$ cat src/rtl/oas_pkg.sv
// ----------------------------------------------------------------------------
// oas_pkg
// Shared types, codes and reset constants of the obstacle-avoidance sequencer.
// ----------------------------------------------------------------------------
`default_nettype none

package oas_pkg;

  localparam int unsigned TimeW  = 32;
  localparam int unsigned DistW  = 16;
  localparam int unsigned SpeedW = 7;
  localparam int unsigned CmdW   = 2;
  localparam int unsigned CfgIdxW  = 3;
  localparam int unsigned CfgDataW = 32;

  localparam logic [DistW-1:0]  EnterThresholdRst = DistW'(200);
  localparam logic [DistW-1:0]  ExitThresholdRst  = DistW'(250);
  localparam logic [TimeW-1:0]  ReverseTimeRst    = TimeW'(400);
  localparam logic [TimeW-1:0]  TurnTimeRst       = TimeW'(500);
  localparam logic [TimeW-1:0]  CooldownTimeRst   = TimeW'(1200);
  localparam logic [SpeedW-1:0] DriveSpeedRst     = SpeedW'(40);
  localparam logic [SpeedW-1:0] SpeedMax          = SpeedW'(100);

  typedef enum logic [CmdW-1:0] {
    CMD_KEEP    = 2'd0,
    CMD_FORWARD = 2'd1,
    CMD_REVERSE = 2'd2,
    CMD_TURN    = 2'd3
  } drive_cmd_e;

  typedef enum logic [CfgIdxW-1:0] {
    CFG_ENTER_THRESHOLD = 3'd0,
    CFG_EXIT_THRESHOLD  = 3'd1,
    CFG_REVERSE_TIME    = 3'd2,
    CFG_TURN_TIME       = 3'd3,
    CFG_COOLDOWN_TIME   = 3'd4,
    CFG_DRIVE_SPEED     = 3'd5
  } cfg_idx_e;

  localparam logic ModeCruise   = 1'b0;
  localparam logic ModeAvoid    = 1'b1;
  localparam logic PhaseReverse = 1'b0;
  localparam logic PhaseTurn    = 1'b1;

  typedef struct packed {
    logic [DistW-1:0]  enter_threshold;
    logic [DistW-1:0]  exit_threshold;
    logic [TimeW-1:0]  reverse_time;
    logic [TimeW-1:0]  turn_time;
    logic [TimeW-1:0]  cooldown_time;
    logic [SpeedW-1:0] drive_speed;
  } cfg_t;

  typedef struct packed {
    logic [TimeW-1:0] now_ms;
    logic             distance_valid;
    logic [DistW-1:0] distance;
  } in_item_t;

  typedef struct packed {
    logic [CmdW-1:0]   drive_cmd;
    logic [SpeedW-1:0] speed;
    logic              mode;
    logic              phase;
    logic              mode_changed;
    logic              armed;
  } out_item_t;

endpackage

`default_nettype wire

$ cat src/rtl/oas_if.sv
// ----------------------------------------------------------------------------
// oas_if
// Valid/ready channel interfaces: input tick, result and config write.
// ----------------------------------------------------------------------------
`default_nettype none

interface oas_in_if import oas_pkg::*; ();
  logic             valid;
  logic             ready;
  logic [TimeW-1:0] now_ms;
  logic             distance_valid;
  logic [DistW-1:0] distance;

  modport source (output valid, now_ms, distance_valid, distance, input ready);
  modport sink   (input valid, now_ms, distance_valid, distance, output ready);
endinterface

interface oas_out_if import oas_pkg::*; ();
  logic              valid;
  logic              ready;
  logic [CmdW-1:0]   drive_cmd;
  logic [SpeedW-1:0] speed;
  logic              mode;
  logic              phase;
  logic              mode_changed;
  logic              armed;

  modport source (output valid, drive_cmd, speed, mode, phase, mode_changed, armed,
                  input ready);
  modport sink   (input valid, drive_cmd, speed, mode, phase, mode_changed, armed,
                  output ready);
endinterface

interface oas_cfg_if import oas_pkg::*; ();
  logic                valid;
  logic                ready;
  logic [CfgIdxW-1:0]  index;
  logic [CfgDataW-1:0] data;

  modport source (output valid, index, data, input ready);
  modport sink   (input valid, index, data, output ready);
endinterface

`default_nettype wire

$ cat src/rtl/oas_cfg_regs.sv
// ----------------------------------------------------------------------------
// oas_cfg_regs
// Configuration register file, written by index; unknown indexes ignored.
// ----------------------------------------------------------------------------
`default_nettype none

module oas_cfg_regs import oas_pkg::*; (
  input  wire logic                clk_i,
  input  wire logic                rst_ni,
  input  wire logic                wr_en_i,
  input  wire logic [CfgIdxW-1:0]  wr_idx_i,
  input  wire logic [CfgDataW-1:0] wr_data_i,
  output cfg_t                     cfg_o
);

  cfg_t cfg_q, cfg_d;

  always_comb begin
    cfg_d = cfg_q;
    if (wr_en_i) begin
      unique case (wr_idx_i)
        CFG_ENTER_THRESHOLD: cfg_d.enter_threshold = wr_data_i[DistW-1:0];
        CFG_EXIT_THRESHOLD:  cfg_d.exit_threshold  = wr_data_i[DistW-1:0];
        CFG_REVERSE_TIME:    cfg_d.reverse_time    = wr_data_i[TimeW-1:0];
        CFG_TURN_TIME:       cfg_d.turn_time       = wr_data_i[TimeW-1:0];
        CFG_COOLDOWN_TIME:   cfg_d.cooldown_time   = wr_data_i[TimeW-1:0];
        CFG_DRIVE_SPEED:     cfg_d.drive_speed     = wr_data_i[SpeedW-1:0];
        default:             cfg_d = cfg_q;
      endcase
    end
  end

  always_ff @(posedge clk_i or negedge rst_ni) begin
    if (!rst_ni) begin
      cfg_q.enter_threshold <= EnterThresholdRst;
      cfg_q.exit_threshold  <= ExitThresholdRst;
      cfg_q.reverse_time    <= ReverseTimeRst;
      cfg_q.turn_time       <= TurnTimeRst;
      cfg_q.cooldown_time   <= CooldownTimeRst;
      cfg_q.drive_speed     <= DriveSpeedRst;
    end else begin
      cfg_q <= cfg_d;
    end
  end

  assign cfg_o = cfg_q;

endmodule

`default_nettype wire

$ cat src/rtl/oas_seq.sv
// ----------------------------------------------------------------------------
// oas_seq
// Sequencer state and the single-pass step logic for one tick.
// ----------------------------------------------------------------------------
`default_nettype none

module oas_seq import oas_pkg::*; (
  input  wire logic clk_i,
  input  wire logic rst_ni,
  input  wire logic step_i,
  input  in_item_t  item_i,
  input  cfg_t      cfg_i,
  output out_item_t res_o
);

  logic             mode_q, mode_d;
  logic             phase_q, phase_d;
  logic             armed_q, armed_d;
  logic [TimeW-1:0] phase_start_q, phase_start_d;
  logic [TimeW-1:0] cooldown_end_q, cooldown_end_d;

  logic [TimeW-1:0]  elapsed;
  logic [SpeedW-1:0] speed_sat;
  drive_cmd_e        cmd;
  logic              changed;

  assign elapsed   = item_i.now_ms - phase_start_q;  // wraps mod 2^32
  assign speed_sat = (cfg_i.drive_speed > SpeedMax) ? SpeedMax : cfg_i.drive_speed;

  always_comb begin
    mode_d         = mode_q;
    phase_d        = phase_q;
    armed_d        = armed_q;
    phase_start_d  = phase_start_q;
    cooldown_end_d = cooldown_end_q;
    cmd            = CMD_KEEP;
    changed        = 1'b0;

    if (mode_q == ModeCruise) begin
      cmd = CMD_FORWARD;
      // plain unsigned cooldown compare, no wrap handling
      if (item_i.distance_valid && (item_i.now_ms >= cooldown_end_q)) begin
        if (!armed_q) begin
          if (item_i.distance > cfg_i.exit_threshold) armed_d = 1'b1;
        end else if (item_i.distance <= cfg_i.enter_threshold) begin
          phase_start_d = item_i.now_ms;
          phase_d       = PhaseReverse;
          armed_d       = 1'b0;
          mode_d        = ModeAvoid;
          changed       = 1'b1;
          cmd           = CMD_REVERSE;
        end
      end
    end else if (phase_q == PhaseReverse) begin
      if (elapsed >= cfg_i.reverse_time) begin
        phase_d       = PhaseTurn;
        phase_start_d = item_i.now_ms;
        cmd           = CMD_TURN;
      end
    end else if (elapsed >= cfg_i.turn_time) begin
      cooldown_end_d = item_i.now_ms + cfg_i.cooldown_time;
      mode_d         = ModeCruise;
      changed        = 1'b1;
      cmd            = CMD_FORWARD;
    end
  end

  always_ff @(posedge clk_i or negedge rst_ni) begin
    if (!rst_ni) begin
      mode_q         <= ModeCruise;
      phase_q        <= PhaseReverse;
      armed_q        <= 1'b1;
      phase_start_q  <= '0;
      cooldown_end_q <= '0;
    end else if (step_i) begin
      mode_q         <= mode_d;
      phase_q        <= phase_d;
      armed_q        <= armed_d;
      phase_start_q  <= phase_start_d;
      cooldown_end_q <= cooldown_end_d;
    end
  end

  always_comb begin
    res_o.drive_cmd    = cmd;
    res_o.speed        = (cmd == CMD_KEEP) ? '0 : speed_sat;
    res_o.mode         = mode_d;
    res_o.phase        = phase_d;
    res_o.mode_changed = changed;
    res_o.armed        = armed_d;
  end

endmodule

`default_nettype wire

$ cat src/rtl/obstacle_avoid_sequencer_top.sv
// Input transaction to result valid: input reg, then result reg.
// One tick per cycle if not stalled; the state feedback closes in the step stage.
// A stalled output holds both stages; the input reg frees as the result reg drains.
// Reset (rst_ni, async, active low): pipeline empty, state cruising/reverse/armed,
// config registers at their default values. No clearing pass.
// ----------------------------------------------------------------------------
// obstacle_avoid_sequencer_top
// Top level: input register, step logic with state, result register, config.
// ----------------------------------------------------------------------------
`default_nettype none

module obstacle_avoid_sequencer_top import oas_pkg::*; (
  input  wire logic  clk_i,
  input  wire logic  rst_ni,
  oas_cfg_if.sink    cfg_chan,
  oas_in_if.sink     in_chan,
  oas_out_if.source  out_chan
);

  // --------------------------------------------------------------------------
  // Config channel: always ready. Writes must arrive only while idle; the
  // block does not enforce it and has no interlock against in-flight ticks.
  // --------------------------------------------------------------------------
  cfg_t cfg;

  assign cfg_chan.ready = 1'b1;

  oas_cfg_regs u_cfg_regs (
    .clk_i     (clk_i),
    .rst_ni    (rst_ni),
    .wr_en_i   (cfg_chan.valid),
    .wr_idx_i  (cfg_chan.index),
    .wr_data_i (cfg_chan.data),
    .cfg_o     (cfg)
  );

  // --------------------------------------------------------------------------
  // Pipeline control. The step stage advances whenever the result register
  // is empty or being drained this cycle; the input register can then take
  // a new transaction in the same cycle.
  // --------------------------------------------------------------------------
  logic      in_vld_q, in_vld_d;
  in_item_t  in_q;
  logic      out_vld_q, out_vld_d;
  out_item_t out_q;
  out_item_t res;
  logic      advance;
  logic      in_take;
  logic      step;

  assign advance  = !out_vld_q || out_chan.ready;
  assign in_take  = in_chan.valid && in_chan.ready;
  assign step     = in_vld_q && advance;

  assign in_chan.ready = !in_vld_q || advance;

  always_comb begin
    in_vld_d = in_vld_q;
    if (in_chan.ready) in_vld_d = in_chan.valid;
    out_vld_d = out_vld_q;
    if (advance) out_vld_d = in_vld_q;
  end

  always_ff @(posedge clk_i or negedge rst_ni) begin
    if (!rst_ni) begin
      in_vld_q  <= 1'b0;
      out_vld_q <= 1'b0;
    end else begin
      in_vld_q  <= in_vld_d;
      out_vld_q <= out_vld_d;
    end
  end

  // Payload registers: no reset needed
  always_ff @(posedge clk_i) begin
    if (in_take) begin
      in_q.now_ms         <= in_chan.now_ms;
      in_q.distance_valid <= in_chan.distance_valid;
      in_q.distance       <= in_chan.distance;
    end
    if (step) out_q <= res;
  end

  // --------------------------------------------------------------------------
  // Step logic: mode/phase sequencing, cooldown and arm tracking.
  // State commits only on a step, so a stalled tick is evaluated again
  // against the same state.
  // --------------------------------------------------------------------------
  oas_seq u_seq (
    .clk_i  (clk_i),
    .rst_ni (rst_ni),
    .step_i (step),
    .item_i (in_q),
    .cfg_i  (cfg),
    .res_o  (res)
  );

  // --------------------------------------------------------------------------
  // Result channel
  // --------------------------------------------------------------------------
  assign out_chan.valid        = out_vld_q;
  assign out_chan.drive_cmd    = out_q.drive_cmd;
  assign out_chan.speed        = out_q.speed;
  assign out_chan.mode         = out_q.mode;
  assign out_chan.phase        = out_q.phase;
  assign out_chan.mode_changed = out_q.mode_changed;
  assign out_chan.armed        = out_q.armed;

endmodule

`default_nettype wire
$ cat src/flat_wrapper.sv
// flat-port wrapper written by rule: the top's interface ports become plain ports
module obstacle_avoid_sequencer_top_flat import oas_pkg::*;
  (clk_i, rst_ni, cfg_chan_valid, cfg_chan_index, cfg_chan_data, cfg_chan_ready, in_chan_valid, in_chan_now_ms, in_chan_distance_valid, in_chan_distance, in_chan_ready, out_chan_valid, out_chan_drive_cmd, out_chan_speed, out_chan_mode, out_chan_phase, out_chan_mode_changed, out_chan_armed, out_chan_ready);
  oas_cfg_if cfg_chan_i ();
  oas_in_if in_chan_i ();
  oas_out_if out_chan_i ();
  input  wire logic clk_i;
  input  wire logic rst_ni;
  input wire logic [$bits(cfg_chan_i.valid)-1:0] cfg_chan_valid;
  input wire logic [$bits(cfg_chan_i.index)-1:0] cfg_chan_index;
  input wire logic [$bits(cfg_chan_i.data)-1:0] cfg_chan_data;
  output wire logic [$bits(cfg_chan_i.ready)-1:0] cfg_chan_ready;
  input wire logic [$bits(in_chan_i.valid)-1:0] in_chan_valid;
  input wire logic [$bits(in_chan_i.now_ms)-1:0] in_chan_now_ms;
  input wire logic [$bits(in_chan_i.distance_valid)-1:0] in_chan_distance_valid;
  input wire logic [$bits(in_chan_i.distance)-1:0] in_chan_distance;
  output wire logic [$bits(in_chan_i.ready)-1:0] in_chan_ready;
  output wire logic [$bits(out_chan_i.valid)-1:0] out_chan_valid;
  output wire logic [$bits(out_chan_i.drive_cmd)-1:0] out_chan_drive_cmd;
  output wire logic [$bits(out_chan_i.speed)-1:0] out_chan_speed;
  output wire logic [$bits(out_chan_i.mode)-1:0] out_chan_mode;
  output wire logic [$bits(out_chan_i.phase)-1:0] out_chan_phase;
  output wire logic [$bits(out_chan_i.mode_changed)-1:0] out_chan_mode_changed;
  output wire logic [$bits(out_chan_i.armed)-1:0] out_chan_armed;
  input wire logic [$bits(out_chan_i.ready)-1:0] out_chan_ready;
  assign cfg_chan_i.valid = cfg_chan_valid;
  assign cfg_chan_i.index = cfg_chan_index;
  assign cfg_chan_i.data = cfg_chan_data;
  assign cfg_chan_ready = cfg_chan_i.ready;
  assign in_chan_i.valid = in_chan_valid;
  assign in_chan_i.now_ms = in_chan_now_ms;
  assign in_chan_i.distance_valid = in_chan_distance_valid;
  assign in_chan_i.distance = in_chan_distance;
  assign in_chan_ready = in_chan_i.ready;
  assign out_chan_valid = out_chan_i.valid;
  assign out_chan_drive_cmd = out_chan_i.drive_cmd;
  assign out_chan_speed = out_chan_i.speed;
  assign out_chan_mode = out_chan_i.mode;
  assign out_chan_phase = out_chan_i.phase;
  assign out_chan_mode_changed = out_chan_i.mode_changed;
  assign out_chan_armed = out_chan_i.armed;
  assign out_chan_i.ready = out_chan_ready;
  obstacle_avoid_sequencer_top u_core (.clk_i(clk_i), .rst_ni(rst_ni), .cfg_chan(cfg_chan_i), .in_chan(in_chan_i), .out_chan(out_chan_i));
endmodule
$ cat config.mk
export PLATFORM = sky130hd
export DESIGN_NAME = obstacle_avoid_sequencer_top_flat
export DESIGN_NICKNAME = d
export VERILOG_FILES = /design/src/rtl/oas_pkg.sv /design/src/rtl/oas_if.sv /design/src/rtl/oas_cfg_regs.sv /design/src/rtl/oas_seq.sv /design/src/rtl/obstacle_avoid_sequencer_top.sv /design/src/flat_wrapper.sv
export SDC_FILE = /design/constraint.sdc
export NUM_CORES = 1
export LEC_CHECK = 0
export BUFFER_PORTS_ARGS = -buffer_cell sky130_fd_sc_hd__buf_2
export CAP_MARGIN = 0
export CELL_PAD_IN_SITES_DETAIL_PLACEMENT = 1
export CELL_PAD_IN_SITES_GLOBAL_PLACEMENT = 1
export CORE_MARGIN = 2
export CORE_UTILIZATION = 50
export CTS_BUF_LIST = sky130_fd_sc_hd__clkbuf_2 sky130_fd_sc_hd__clkbuf_4 sky130_fd_sc_hd__clkbuf_8
export DETAILED_ROUTE_END_ITERATION = 16
export PLACE_DENSITY_LB_ADDON = 0.1
export SETUP_SLACK_MARGIN = 0.05
export SLEW_MARGIN = 0
export SYNTH_ARGS = -nofsm -noshare
export SYNTH_HDL_FRONTEND = slang
export SYNTH_SLANG_ARGS = --single-unit
$ cat constraint.sdc
create_clock -name clk_i -period 6.05 [get_ports clk_i]
set_input_delay 1.21 -clock clk_i [delete_from_list [all_inputs] [get_ports clk_i]]
set_output_delay 1.21 -clock clk_i [all_outputs]
set_load 0.05 [all_outputs]
After elaboration in Yosys (flattened, before gate mapping)
Cells that the tools add are included.
- input bits: 89
- output and inout port bits: 16
- word-level logic and storage cells: 93
- flip-flop bits (word level): 266
- multiplexer cells: 34
- add/subtract/negate cells: 2
- reductions and logical operators: 21
- equal/unequal tests: 7
- order comparisons: 6
- operators with widths (operator ; count):
    $mux 32 ; 6
    $ge 32x32->1 ; 3
    $add 32x32->32 ; 1
    $sub 32x32->32 ; 1
    $mux 1 ; 21
    $gt 16x16->1 ; 1
    $le 16x16->1 ; 1
    $mux 2 ; 6
    $reduce_and 2->1 ; 6
    $gt 7x7->1 const B ; 1
    $mux 7 ; 1
    $eq 3x2->1 const B ; 2
    $eq 3x3->1 const B ; 2
    $reduce_and 6->1 ; 1
    $reduce_bool 2->1 ; 3
    $reduce_and 4->1 ; 1
    $eq 3x1->1 const B ; 1
    $logic_and 1x1->1 ; 3
    $logic_not 3->1 ; 1
    $logic_not 1->1 ; 2
    $logic_not 2->1 ; 1
    $logic_or 1x1->1 ; 2
    $ne 2x1->1 const B ; 1
    $ne 2x2->1 const B ; 1
    $reduce_or 2->1 ; 1

Depth between registers and ports, before layout
Gate-level depths: netlist of the first run.
- depth after elaboration: 7
- gate-level depth with buffers: 24
- mapped depth without buffers: 24

Cells and area by module
Synthesis of the first run repeated with hierarchy kept, for this count alone.
- cell total of the unflattened synthesis: 1447
- area total of the unflattened synthesis: 16100.4 µm²
- by module, submodules not included (module ; area an instance (µm²) ; cells an instance ; seq. area each (µm²) ; instances):
    oas_seq ; 8979.9 ; 1084 ; 1677.9 ; 1
    oas_cfg_regs ; 5143.7 ; 291 ; 3408.3 ; 1
    obstacle_avoid_sequencer_top ; 1976.9 ; 72 ; 1911.8 ; 1

Worst setup path after synthesis of the first run
No wires, ideal clock.
- path type: reg2reg
- start point: register u_core.in_q[17] (netlist bit)
- end point: register u_core.u_seq.phase_start_q[14]
- stages on the path, launching flop included: 22
- slack: 475 ps
- library setup time: 125 ps
- arrival: 5451 ps
- data required time: 5925 ps
- period minus slack after synthesis: 5575 ps
- path buffers: 1
- cell sequence: edfxtp_1 > inv_1 > ha_1 > inv_1 > fa_1 > a211oi_1 > nor2_1 > o41ai_2 > o22ai_1 > o41ai_2 > o21ai_1 > or4_1 > a31o_1 > a31oi_1 > xnor2_1 > ha_1 > nand4_1 > or3_1 > o41ai_1 > a41o_1 > buf_1 > mux2_2
- word-level cells in the longest chain between the ends: 4
- elaborated cells on any way between the ends: 7
- classes of those cells: add/sub (1); order compare (2); eq/ne (1); reduce/logical (3)
- ends and longest elaborated chain (what ; line ; text):
    start: declaration ; obstacle_avoid_sequencer_top.sv:43 ; in_item_t in_q;
    $sub 32x32->32 / $ge 32x32->1 (equally long branches) ; oas_seq.sv:27, oas_seq.sv:42 ;
    $ge 32x32->1 / $logic_and 1x1->1 (equally long branches) ; oas_seq.sv:55, oas_seq.sv:42 ;
    $ne 2x1->1 (no line) / $reduce_bool 2->1 (equally long branches) ; n/a ;
    $reduce_and 6->1 (no line) * ; n/a ;
    end signal: assignment ; oas_seq.sv:79 ; phase_start_q <= phase_start_d;
    end: declaration ; oas_seq.sv:19 ; logic [TimeW-1:0] phase_start_q, phase_start_d;
Mark *: on every way between the ends. The rest lies on a longest branch, timed or not.
A chain may end at the register's enable or synchronous reset.

Final worst setup path of the first run
- start point: register u_core.in_q[17] (netlist bit)
- end point: register u_core.u_seq.phase_start_q[0]
- word-level cells in the longest chain between the ends: 4
- elaborated cells on any way between the ends: 13
- classes of those cells: add/sub (1); order compare (2); eq/ne (1); mux (6); reduce/logical (3)
- ends and longest elaborated chain (what ; line ; text):
    $sub 32x32->32 (tied with other cells) ; oas_seq.sv:27 ; assign elapsed = item_i.now_ms - phase_start_q;
    $ge 32x32->1 (tied with other cells) ; oas_seq.sv:55 ; if (elapsed >= cfg_i.reverse_time) begin
    $ne 2x1->1 (no line) (tied with other cells) ; n/a ;
    $reduce_and 6->1 (no line) / $mux 32 (equally long branches) ; n/a ;
Several ways; a longest one is shown, not always the timed one. The select of a mux whose other input is x is not followed.

==> results of run 1 <==
-- worst max-delay path, stage by stage (launching register included) --
cell and delay [ps]:
edfxtp_1 410, inv_2 80, ha_2 190, inv_1 60, fa_2 420, a211oi_2 260, nor2_2 90, o41ai_2 200
buf_4 180, o22ai_2 70, o41ai_2 390, o21ai_2 120, or4_1 410, a31o_1 250, a31oi_1 180, xnor2_1 130
ha_1 300, nand4_1 130, or3_4 430, o31a_1 340, o41ai_4 80, a41o_4 370, clkbuf_16 190, mux2_2 330
-- final cells by class --
type	instances	area, µm²
Clock buffer	84	1010
Clock inverter	9	70.1
Fill cell	3390	12700
Inverter	168	631
Multi-Input combinational cell	996	8060
Sequential cell	266	7000
Tap cell	396	495
Timing Repair Buffer	125	753
-- cell usage in the layout (no fill, tap or decap), drive strengths merged, types with 20 or more instances in the layout --
master  instances
mux2i          30
clkbuf         87
mux2          107
o21ai          98
edfxtp         62
buf           122
inv           168
dfstp          25
ha            190
nand2         103
xor2           22
a21oi          77
dfrtp         179
xnor2          35
nand3          20
nand4          25
nor2           41
a21o           78
-- power by group through the flow --
stage	Combinational [µW]	Sequential [µW]	Clock [µW]
6_report	1610	2230	1860
3_5_place_dp	1570	2260	0
2_1_floorplan	1090	2250	0
4_1_cts	1590	2230	1910
3_3_place_gp	1500	2250	0
5_1_grt	1810	2250	2000
-- synthesized netlist by cell type (3+ instances only) --
master / number / share of area [%]
ha_1: 190 / 15
dfrtp_1: 179 / 29
inv_1: 168 / 4.0
mux2_2: 104 / 7.5
nand2_1: 103 / 2.5
o21ai_0: 92 / 2.9
a21o_1: 78 / 3.7
a21oi_1: 76 / 2.4
edfxtp_1: 62 / 12
nor2_1: 41 / 0.98
xnor2_1: 35 / 2.0
mux2i_1: 30 / 1.9
dfstp_2: 25 / 4.2
nand4_1: 25 / 1.0
clkbuf_1: 23 / 0.55
xor2_1: 22 / 1.2
nand3_1: 20 / 0.64
nand2b_1: 18 / 0.72
o21a_1: 16 / 0.76
nor2b_1: 12 / 0.48
and3_1: 11 / 0.44
nor3_1: 11 / 0.35
a31oi_1: 9 / 0.36
and2_1: 9 / 0.36
a211oi_1: 7 / 0.33
o21ai_1: 6 / 0.19
o21bai_1: 6 / 0.29
buf_1: 5 / 0.12
nor4_1: 5 / 0.20
and4_1: 4 / 0.22
o211ai_1: 4 / 0.19
o22ai_1: 4 / 0.16
mux2_1: 3 / 0.22
o31ai_1: 3 / 0.14
o41ai_1: 3 / 0.17
or2_2: 3 / 0.12
-- cell families after synthesis --
kind of cell / synth area share [%]
buffers and inverters: 4.76
flip-flops: 44.5
AO/OA/AOI/OAI: 14.0
other: 0.0239
XOR/XNOR: 3.18
adder cells (fa/ha/maj): 15.4
AND/OR/NAND/NOR: 8.53
multiplexers: 9.58
-- routing by layer --
metal  track usage [%]  part of all wire, %  up-vias
li1                  -                    -     5502
met1              35.6                   47     5697
met2              43.2                   48      187
met3              3.29                  3.2       67
met4              7.06                  2.4        0
met5                 0                    0        -
-- state kept, by name, indices dropped and copies added (netlist names) --
signal	cells
u_core.u_cfg_regs.cfg_o	135
u_core.in_q	49
u_core.u_seq.cooldown_end_q	32
u_core.u_seq.phase_start_q	32
u_core.out_chan.speed	7
u_core.out_chan.drive_cmd	2
u_core.in_vld_q	1
u_core.out_chan.armed	1
u_core.out_chan.mode	1
u_core.out_chan.mode_changed	1
u_core.out_chan.phase	1
u_core.out_chan.valid	1
u_core.u_seq.armed_q	1
u_core.u_seq.mode_q	1
u_core.u_seq.phase_q	1
-- repair_timing --
| item | 4_1_cts | 5_1_grt |
|---|---|---|
| pin swaps | 2 | 12 |
| gates cloned | 0 | 3 |
| gates resized for setup | 1 | 15 |
| hold buffers | 0 | 0 |
| setup buffers | 4 | 5 |
| endpoints found under the setup margin | 47 | 54 |
| hold endpoints to repair | 0 | 0 |
-- worst paths after layout --
check                                                      startpoint                                         end  slack, ps  depth (start not counted)
max                                         u_core.in_q[17]$_DFFE_PP_   u_core.u_seq.phase_start_q[0]$_DFFE_PN0P_        290                         23
min reg2reg                u_core.u_seq.phase_start_q[29]$_DFFE_PN0P_  u_core.u_seq.phase_start_q[29]$_DFFE_PN0P_        500                          1
max in group asynchronous                                      rst_ni  u_core.u_seq.phase_start_q[21]$_DFFE_PN0P_       4000                          2
max reg2reg                                 u_core.in_q[17]$_DFFE_PP_   u_core.u_seq.phase_start_q[0]$_DFFE_PN0P_        290                         23
min                        u_core.u_seq.phase_start_q[29]$_DFFE_PN0P_  u_core.u_seq.phase_start_q[29]$_DFFE_PN0P_        500                          1
min in group asynchronous                                      rst_ni    u_core.u_cfg_regs.cfg_o[119]$_DFFE_PN0P_        750                          1
-- stage by stage --
step           worst slack, ps  hold slack [ps]  cells
2_1_floorplan              475              457   1460
3_3_place_gp               151              469   1939
3_5_place_dp             -63.8              481   1939
4_1_cts                   53.2              494   2036
5_1_grt                   4.74              524   2044
6_report                   294              499   2044
==> metrics.txt, run 1 <==
status finished, final reports clean; Final Critical Period 5760 ps; First-pass DRT Iterations 4; vias in the first global route 12,400; total power 5700 µW; Yosys reg bits 266; Synthesized Nets 1,741; Final nets 1,888; final setup fails 0; GRT Residual Overflow 0; Post-Synthesis Cells 1,460; register share of total power 39.0%; Hold WC Path Type reg -> reg; distinct cell type count after synthesis 71; critical setup path kind reg -> reg; Pint 3880 µW; Syn Area/Cell 10.8 µm²; pin count of the biggest net entering global routing 102; CTS buffer count 50; Finished Core Util 58.6%; Worst Max-Slew Pin Slew 1150 ps; first-pass GRT wire length 67,700 µm; clock power share 32.7%; Final Wtd Congestion 0.890; CTS tree built; Worst-Skew Late Latency 570 ps; initial drt markers 481; clock slew at reported path FFs 60 ps; worst relative slew slack 23.1%; hpwl dp 30,300 µm; clk sinks 266; post-route cell area 18,000 µm²; die area 32,900 µm²; Max Cap Viol 0; switching part of the total 31.9%; startpoint types flip-flop; Core Area 30,700 µm²; I/O pin total 105; unrepaired setup endpoints after global routing no; Tot GR Track Use 25.9%; crit path DAT 6190 ps; final hold violations 0; CP max FO 8; Comb power frac 28.3%; Synthesis Warnings 0; Antenna Cells 0; Root Buffer Master clkbuf_8; htree depth 2; Seq/Total Area, Yosys 44.5%; initial antenna violation count 0; NetSw 1820 µW; Mapped Area 15,700 µm²; share of cells above drive strength 1 22.9%; via count 11,500; Post-DP Area 16,700 µm²; Most used DFF post-synth dfrtp_1; Post-synth ARST share 76.7%; DR vias/cell 5.60; Lkg Pwr 0.00858 µW; final slew viol count 0; Die X-Extent 181 µm; Peak supply drop 0.181 mV; Post-synth EDFFs 62; ANT nets after route 0; Achievable Freq 174 MHz; Routed WL per cell 20.4 µm; Port Buffers 103; Row Count 64; crit share post-route 95.1%; CP Capture Type flip-flop; Chip Height 181 µm; final setup skew 23.2 ps; Detailed Route WL 41,700 µm; Post-Route Setup TNS 0 ps; Req. time, crit path 6480 ps; DRC viols 0; area delta synth->final 14.7%; Initial Utilization 51.1%; Longest Clk Path Bufs 3; Power Dens Cells 316 nW/µm²
No activity file was read; power rests on OpenSTA's default activity.
==> inputs of run 2 (changes only) <==
==> constraint.sdc (replaced) <==
create_clock -name clk_i -period 6.05 [get_ports clk_i]
set_input_delay 0.3025 -clock clk_i [delete_from_list [all_inputs] [get_ports clk_i]]
set_output_delay 0.3025 -clock clk_i [all_outputs]
set_load 0.05 [all_outputs]
==> run 2 against run 1 <==
Sequential power hardly changed. Via count rose by 3.7%. Power rose by 0.35%. Critical path depth up 3. Clock skew is 7.0 ps higher. Wire length up 3.7%. Setup slack worse by 15 ps. Clock-buffer cell count fell by 9. Sequential share of layout area decreased by 1.4 points. Worst hold slack worse by 490 ps.
==> metrics.txt, run 2 (synthesized netlist as in run 1, its figures left out) <==
status finished, final reports clean; commonest non-fill, non-tap cell in the layout ha_1; crit share post-route 95.4% (+0.24 points); vias in the first global route 12,600 (+2.2%); hpwl dp 30,500 µm (+0.87%); Place WS -239 ps (-175 ps); CP max FO 16 (+8); die area 32,900 µm² (unchanged); Root Buffer Master clkbuf_8; final hold violations 0 (unchanged); Hold WC Path Type in -> reg; Peak supply drop 0.235 mV (+30%); Reg2Reg Setup Slack 280 ps (about the same); I/O pin total 105 (unchanged); Final Critical Period 5770 ps (+14.6 ps); Routed WL per cell 20.5 µm (+0.33%); area delta synth->final 19.0%; Antenna Cells 0 (unchanged); Largest register FFs 135 (unchanged); Chip Height 181 µm (unchanged); htree depth 2 (unchanged); Row Count 64 (unchanged); CTS buffer count 48 (-4.0%); Die X-Extent 181 µm (unchanged); first-pass GRT wire length 69,600 µm (+2.8%); ANT nets after route 0 (unchanged); critical setup path kind reg -> reg; Post-DP Area 16,700 µm² (unchanged); Max Cap Viol 0 (unchanged); Worst-Skew Late Latency 600 ps (+30 ps); area of the multi-input gates 8080 µm² (+0.23%); slack of the critical path 279 ps (-14.6 ps); DR vias/cell 5.62 (+0.37%); Req. time, crit path 6500 ps (+20 ps); post-route cell area 18,700 µm² (+3.7%); final setup fails 0 (unchanged); Worst Max-Slew Pin Slew 1150 ps (-0.745 ps); clock slew at reported path FFs 60 ps (about the same); number of fill cells in the layout 3,305 (-2.5%); startpoint types flip-flop; cells on worst reg2reg path 26 (+13%); Longest Clk Path Bufs 3 (unchanged); First-pass DRT Iterations 5 (+1); register area 7000 µm² (unchanged); Port Buffers 103 (unchanged); DRC viols 0 (unchanged); GRT Residual Overflow 0 (unchanged); Lkg Pwr 0.00886 µW (+3.3%); initial antenna violation count 0 (unchanged); Final nets 1,958 (+3.7%); pin count of the biggest net entering global routing 73 (-28%); clk sinks 266 (unchanged); final setup skew 30.3 ps (+7.05 ps); crit path DAT 6220 ps (+30 ps); Tot GR Track Use 27.0% (+1.1 points); Initial Utilization 51.1% (unchanged); Power Dens Cells 306 nW/µm² (-3.3%); Finished Core Util 60.8% (+2.2 points); CP top delay family compound AO/OA/AOI/OAI gates; Worst Hold Depth 3 (+2); Achievable Freq 173 MHz (-0.25%); initial drt markers 656 (+36%); Final Wtd Congestion 0.875 (-1.7%); worst relative slew slack 23.1% (+0.050 points); via count 11,900 (+3.7%); Critical Path Stages 26 (+13%); Worst path slowest cell edfxtp_1; CP Capture Type flip-flop; Detailed Route WL 43,200 µm (+3.7%); Core Area 30,700 µm² (unchanged); final slew viol count 0 (unchanged); CTS tree built; most frequent cells in the layout ha_1 (190), dfrtp_1 (179), inv_1 (168), mux2_2 (104), nand2_1 (103); Post-Layout Cell Count 2,112 (+3.3%); placed cells 1,939 (unchanged); unrepaired setup endpoints after global routing no; max incr delay on CP 410 ps (-20 ps); share of cells above drive strength 1 21.6% (-1.3 points); CP bufs+invs 5 (+1)
## run 2: cell count changes in the layout (fill, tap and decap cells not counted), sizes merged
cell         before  now
dlygate4sd3       0   70
clkbuf           87   76
buf             122  125
bufinv            1    3
clkinv            7    9
inv             168  169
nor2             41   42
## run 2: layout make-up
type	instances	area share, %
repair buffers	196	7.79
inverters	168	3.37
flip-flops and latches	266	37.4
well taps	396	2.65
clock inverters	14	0.777
multi-input cells	997	43.2
clock buffers	75	4.72
## run 2: worst register-to-register path: stages (launching register included)
cell	delay (ps)
edfxtp_1	410
inv_1	100
ha_1	190
inv_1	60
fa_2	370
a211oi_2	200
nor2_1	120
o41ai_2	300
buf_4	180
o22ai_2	80
o41ai_4	280
o21ai_1	140
or4_1	410
a31o_1	250
a31oi_2	200
xnor2_1	110
ha_1	300
nand4_1	140
or3_4	400
o21ai_0	170
nor4_1	60
o31a_1	130
o41ai_4	70
a41o_2	290
buf_4	130
buf_12	150
mux2_2	370
## run 2: path summary, 6_finish.rpt
| kind | from | to |
|---|---|---|
| max in group asynchronous | rst_ni | u_core.u_cfg_regs.cfg_o[18]$_DFFE_PN0P_ |
| worst max register to register | u_core.in_q[17]$_DFFE_PP_ | u_core.u_seq.phase_start_q[18]$_DFFE_PN0P_ |
| worst min register to register | u_core.u_seq.phase_start_q[22]$_DFFE_PN0P_ | u_core.u_seq.phase_start_q[22]$_DFFE_PN0P_ |
| worst min-delay path | cfg_chan_data[19] | u_core.u_cfg_regs.cfg_o[90]$_DFFE_PN0P_ |
| worst max-delay path | u_core.in_q[17]$_DFFE_PP_ | u_core.u_seq.phase_start_q[18]$_DFFE_PN0P_ |
| min in group asynchronous | rst_ni | u_core.u_cfg_regs.cfg_o[1]$_DFFE_PN0P_ |
## run 2: layer usage
layer,wire (µm),GRT usage [%]
met5,0,0
met2,20700,44.8
met4,1220,8.49
met3,1560,3.85
met1,19800,36.6
## run 2: power breakdown
group / internal (µW) / switching [µW] / total, µW
Combinational: 716 / 942 / 1660
Clock: 1060 / 778 / 1830
Sequential: 2100 / 125 / 2230
Total: 3880 / 1840 / 5720
## run 2: repair_timing
item | in CTS | in global routing
hold buffers | 70 | 0
hold endpoints to repair | 151 | 0
endpoints found under the setup margin | 63 | 65
gates resized for setup | 7 | 7
cloned | 2 | 0
pin swaps | 5 | 5
setup buffers | 8 | 4
## run 2: per-stage QoR
step	hold slack [ps]	setup TNS [ps]	total power, µW
2_1_floorplan	6.91	0	3340
3_3_place_gp	376	-28.5	3750
3_5_place_dp	381	-3610	3830
4_1_cts	0.914	0	5750
5_1_grt	11.4	0	6050
6_report	13.1	0	5720
==> inputs of run 3 (changes only) <==
Settings changed: CORE_UTILIZATION 50 to 51.
==> run 3 against run 2 <==
Combinational power is essentially flat. Maximum frequency grew 0.41%. Clock-buffer cell count up 8. Power grew 0.57%. Core utilization up 0.42 points.
==> metrics.txt, run 3 (synthesized netlist as in run 1, its figures left out) <==
final setup skew 29.0 ps (-1.23 ps); max incr delay on CP 410 ps (about the same); status finished, final reports clean; placed cells 1,940 (+0.052%); Post-Layout Cell Count 2,100 (-0.57%); Tot GR Track Use 27.5% (+0.58 points); Worst Hold Depth 3 (unchanged); met3 Use GR 4.01% (+0.16 points); Hold WC Path Type in -> reg; First-pass DRT Iterations 5 (unchanged); critical setup path kind reg -> reg; Achievable Freq 174 MHz (+0.41%); Port Buffers 103 (unchanged); die area 32,200 µm² (-1.9%); startpoint types flip-flop; total power 5750 µW (+0.57%); Chip Height 180 µm (-0.97%); Row Count 64 (unchanged); Worst Max-Slew Pin Slew 1170 ps (+15.4 ps); initial drt markers 582 (-11%); Post-Route Setup TNS 0 ps (unchanged); clock slew at reported path FFs 60 ps (about the same); I/O pin total 105 (unchanged); Root Buffer Master clkbuf_8; Antenna Cells 0 (unchanged); Req. time, crit path 6490 ps (about the same); CP Capture Type flip-flop; GRT met1 Usage 35.9% (-0.65 points); share of cells above drive strength 1 21.8% (+0.21 points); CP bufs+invs 3 (-2); CP top delay family compound AO/OA/AOI/OAI gates; Final Wtd Congestion 0.863 (-1.4%); slack of the critical path 303 ps (+23.7 ps); Max Cap Viol 0 (unchanged); crit share post-route 95.0% (-0.39 points); GRT Residual Overflow 0 (unchanged); Pint 3900 µW (+0.61%); Lkg Pwr 0.00883 µW (-0.32%); Core Area 30,400 µm² (-1.0%); Top Usage Layer GRT met2; clock power share 32.3% (+0.3 points); worst-path cell chain inv_1, ha_1, inv_1, fa_2, a211oi_2, nor2_2, o41ai_4, o22ai_2, o41ai_4, o21ai_2, or4_1, a31o_1, a31oi_1, xnor2_1, ha_1, nand4_1, or3_4, o31a_1, o41ai_4, a41o_4, clkbuf_16, mux2_2; Peak supply drop 0.215 mV (-8.2%); Power Dens Cells 309 nW/µm² (+0.94%); hpwl dp 31,000 µm (+1.4%); via count 12,000 (+0.61%); Final Critical Period 5750 ps (-23.7 ps); DR vias/cell 5.69 (+1.2%); final setup fails 0 (unchanged); worst relative slew slack 22.1% (-1.0 points); htree depth 2 (unchanged); Initial Utilization 51.6% (+0.54 points); commonest non-fill, non-tap cell in the layout ha_1; area delta synth->final 18.5%; Worst path slowest cell edfxtp_1; CTS tree built; Place WS -34.9 ps (+204 ps); final hold violations 0 (unchanged); cells on worst reg2reg path 22 (-15%); clk sinks 266 (unchanged); pin count of the biggest net entering global routing 80 (+9.6%); first-pass GRT wire length 71,200 µm (+2.4%); final slew viol count 0 (unchanged); CTS buffer count 49 (+2.1%); cell mode on critical path o41ai_4; CP max FO 6 (-10); Largest register FFs 135 (unchanged); Finished Core Util 61.2% (+0.42 points); Comb power frac 29.0% (about the same); Die X-Extent 180 µm (-0.97%); Routed WL per cell 21.0 µm (+2.5%); register share of total power 38.8% (-0.2 points); GR Util met2 47.6% (+2.8 points); crit path DAT 6190 ps (-30 ps); ANT nets after route 0 (unchanged); NetSw 1850 µW (+0.49%); Longest Clk Path Bufs 3 (unchanged); Final nets 1,944 (-0.72%); Detailed Route WL 44,100 µm (+1.9%); Worst-Skew Late Latency 580 ps (-20 ps); initial antenna violation count 0 (unchanged); Critical Path Stages 22 (-15%); switching part of the total 32.2% (about the same); DRC viols 0 (unchanged); vias in the first global route 13,200 (+4.3%); most frequent cells in the layout ha_1 (190), dfrtp_1 (179), inv_1 (168), mux2_2 (104), nand2_1 (103)
## run 3: cell types whose count changed in the layout (fill, tap and decap cells not counted), moves of 2 or more
cell | previous run | this run
dlygate4sd3_1 | 70 | 60
clkinv_1 | 5 | 1
clkinv_2 | 4 | 6
bufinv_16 | 3 | 1
clkbuf_16 | 0 | 2
buf_4 | 19 | 13
clkbuf_8 | 52 | 61
## run 3: path summary, 6_finish.rpt
| kind | start | to | slack, ps |
|---|---|---|---|
| worst max-delay path | u_core.in_q[17]$_DFFE_PP_ | u_core.u_seq.phase_start_q[16]$_DFFE_PN0P_ | 300 |
| worst min-delay path | cfg_chan_data[28] | u_core.u_cfg_regs.cfg_o[99]$_DFFE_PN0P_ | 30 |
| worst max register to register | u_core.in_q[17]$_DFFE_PP_ | u_core.u_seq.phase_start_q[16]$_DFFE_PN0P_ | 300 |
| worst min register to register | u_core.u_seq.phase_start_q[22]$_DFFE_PN0P_ | u_core.u_seq.phase_start_q[22]$_DFFE_PN0P_ | 500 |
| max in group asynchronous | rst_ni | u_core.u_seq.cooldown_end_q[8]$_DFFE_PN0P_ | 4330 |
| min in group asynchronous | rst_ni | u_core.u_cfg_regs.cfg_o[102]$_DFFE_PN0P_ | 350 |
## run 3: timing repair
item / CTS / global route
buffers inserted: 2 / 3
hold buffers: 60 / 0
resized for setup: 1 / 16
endpoints found under the hold margin: 134 / 0
gates cloned: 0 / 3
setup endpoints to repair: 45 / 46
pin swaps: 1 / 11
## run 3: through the flow
stage | hold slack, ps | instance area, µm²
after floorplan | 6.91 | 15700
after CTS | 2.95 | 18400
after global routing | 1.41 | 18600
after global placement | 384 | 16700
after detailed placement | 390 | 16700
final | 25.4 | 18600
## run 3: worst reg2reg max path, delay by kind of cell (launching register included)
| family | cells | cell delay (ps) |
|---|---|---|
| buffers and inverters | 3 | 360 |
| and+or+nand+nor | 4 | 1000 |
| adders and majority gates | 3 | 860 |
| muxes | 1 | 340 |
| xor gates and xnor gates | 1 | 130 |
| AOI/OAI and AO/OA | 10 | 2530 |
| DFF | 1 | 410 |
## run 3: power by group through the flow
stage	logic (µW)	registers (µW)	clock network (µW)
2_1_floorplan	1090	2250	0
3_3_place_gp	1500	2250	0
3_5_place_dp	1580	2260	0
4_1_cts	1640	2230	1900
5_1_grt	1860	2260	1980
6_report	1670	2230	1860
## run 3: final cells by class
type,instances,area (µm²)
Clock buffer,83,998
Clock inverter,9,71.3
Multi-Input combinational cell,996,8080
Sequential cell,266,7000
Tap cell,396,495
Timing Repair Buffer,182,1340
Fill cell,3319,11800
Inverter,168,631
## run 3: per-layer routing
layer | up-vias | part of all wire, %
met2 | 243 | 49
li1 | 5603 | -
met4 | 0 | 2.7
met1 | 6028 | 44
met5 | - | 0
met3 | 77 | 3.5
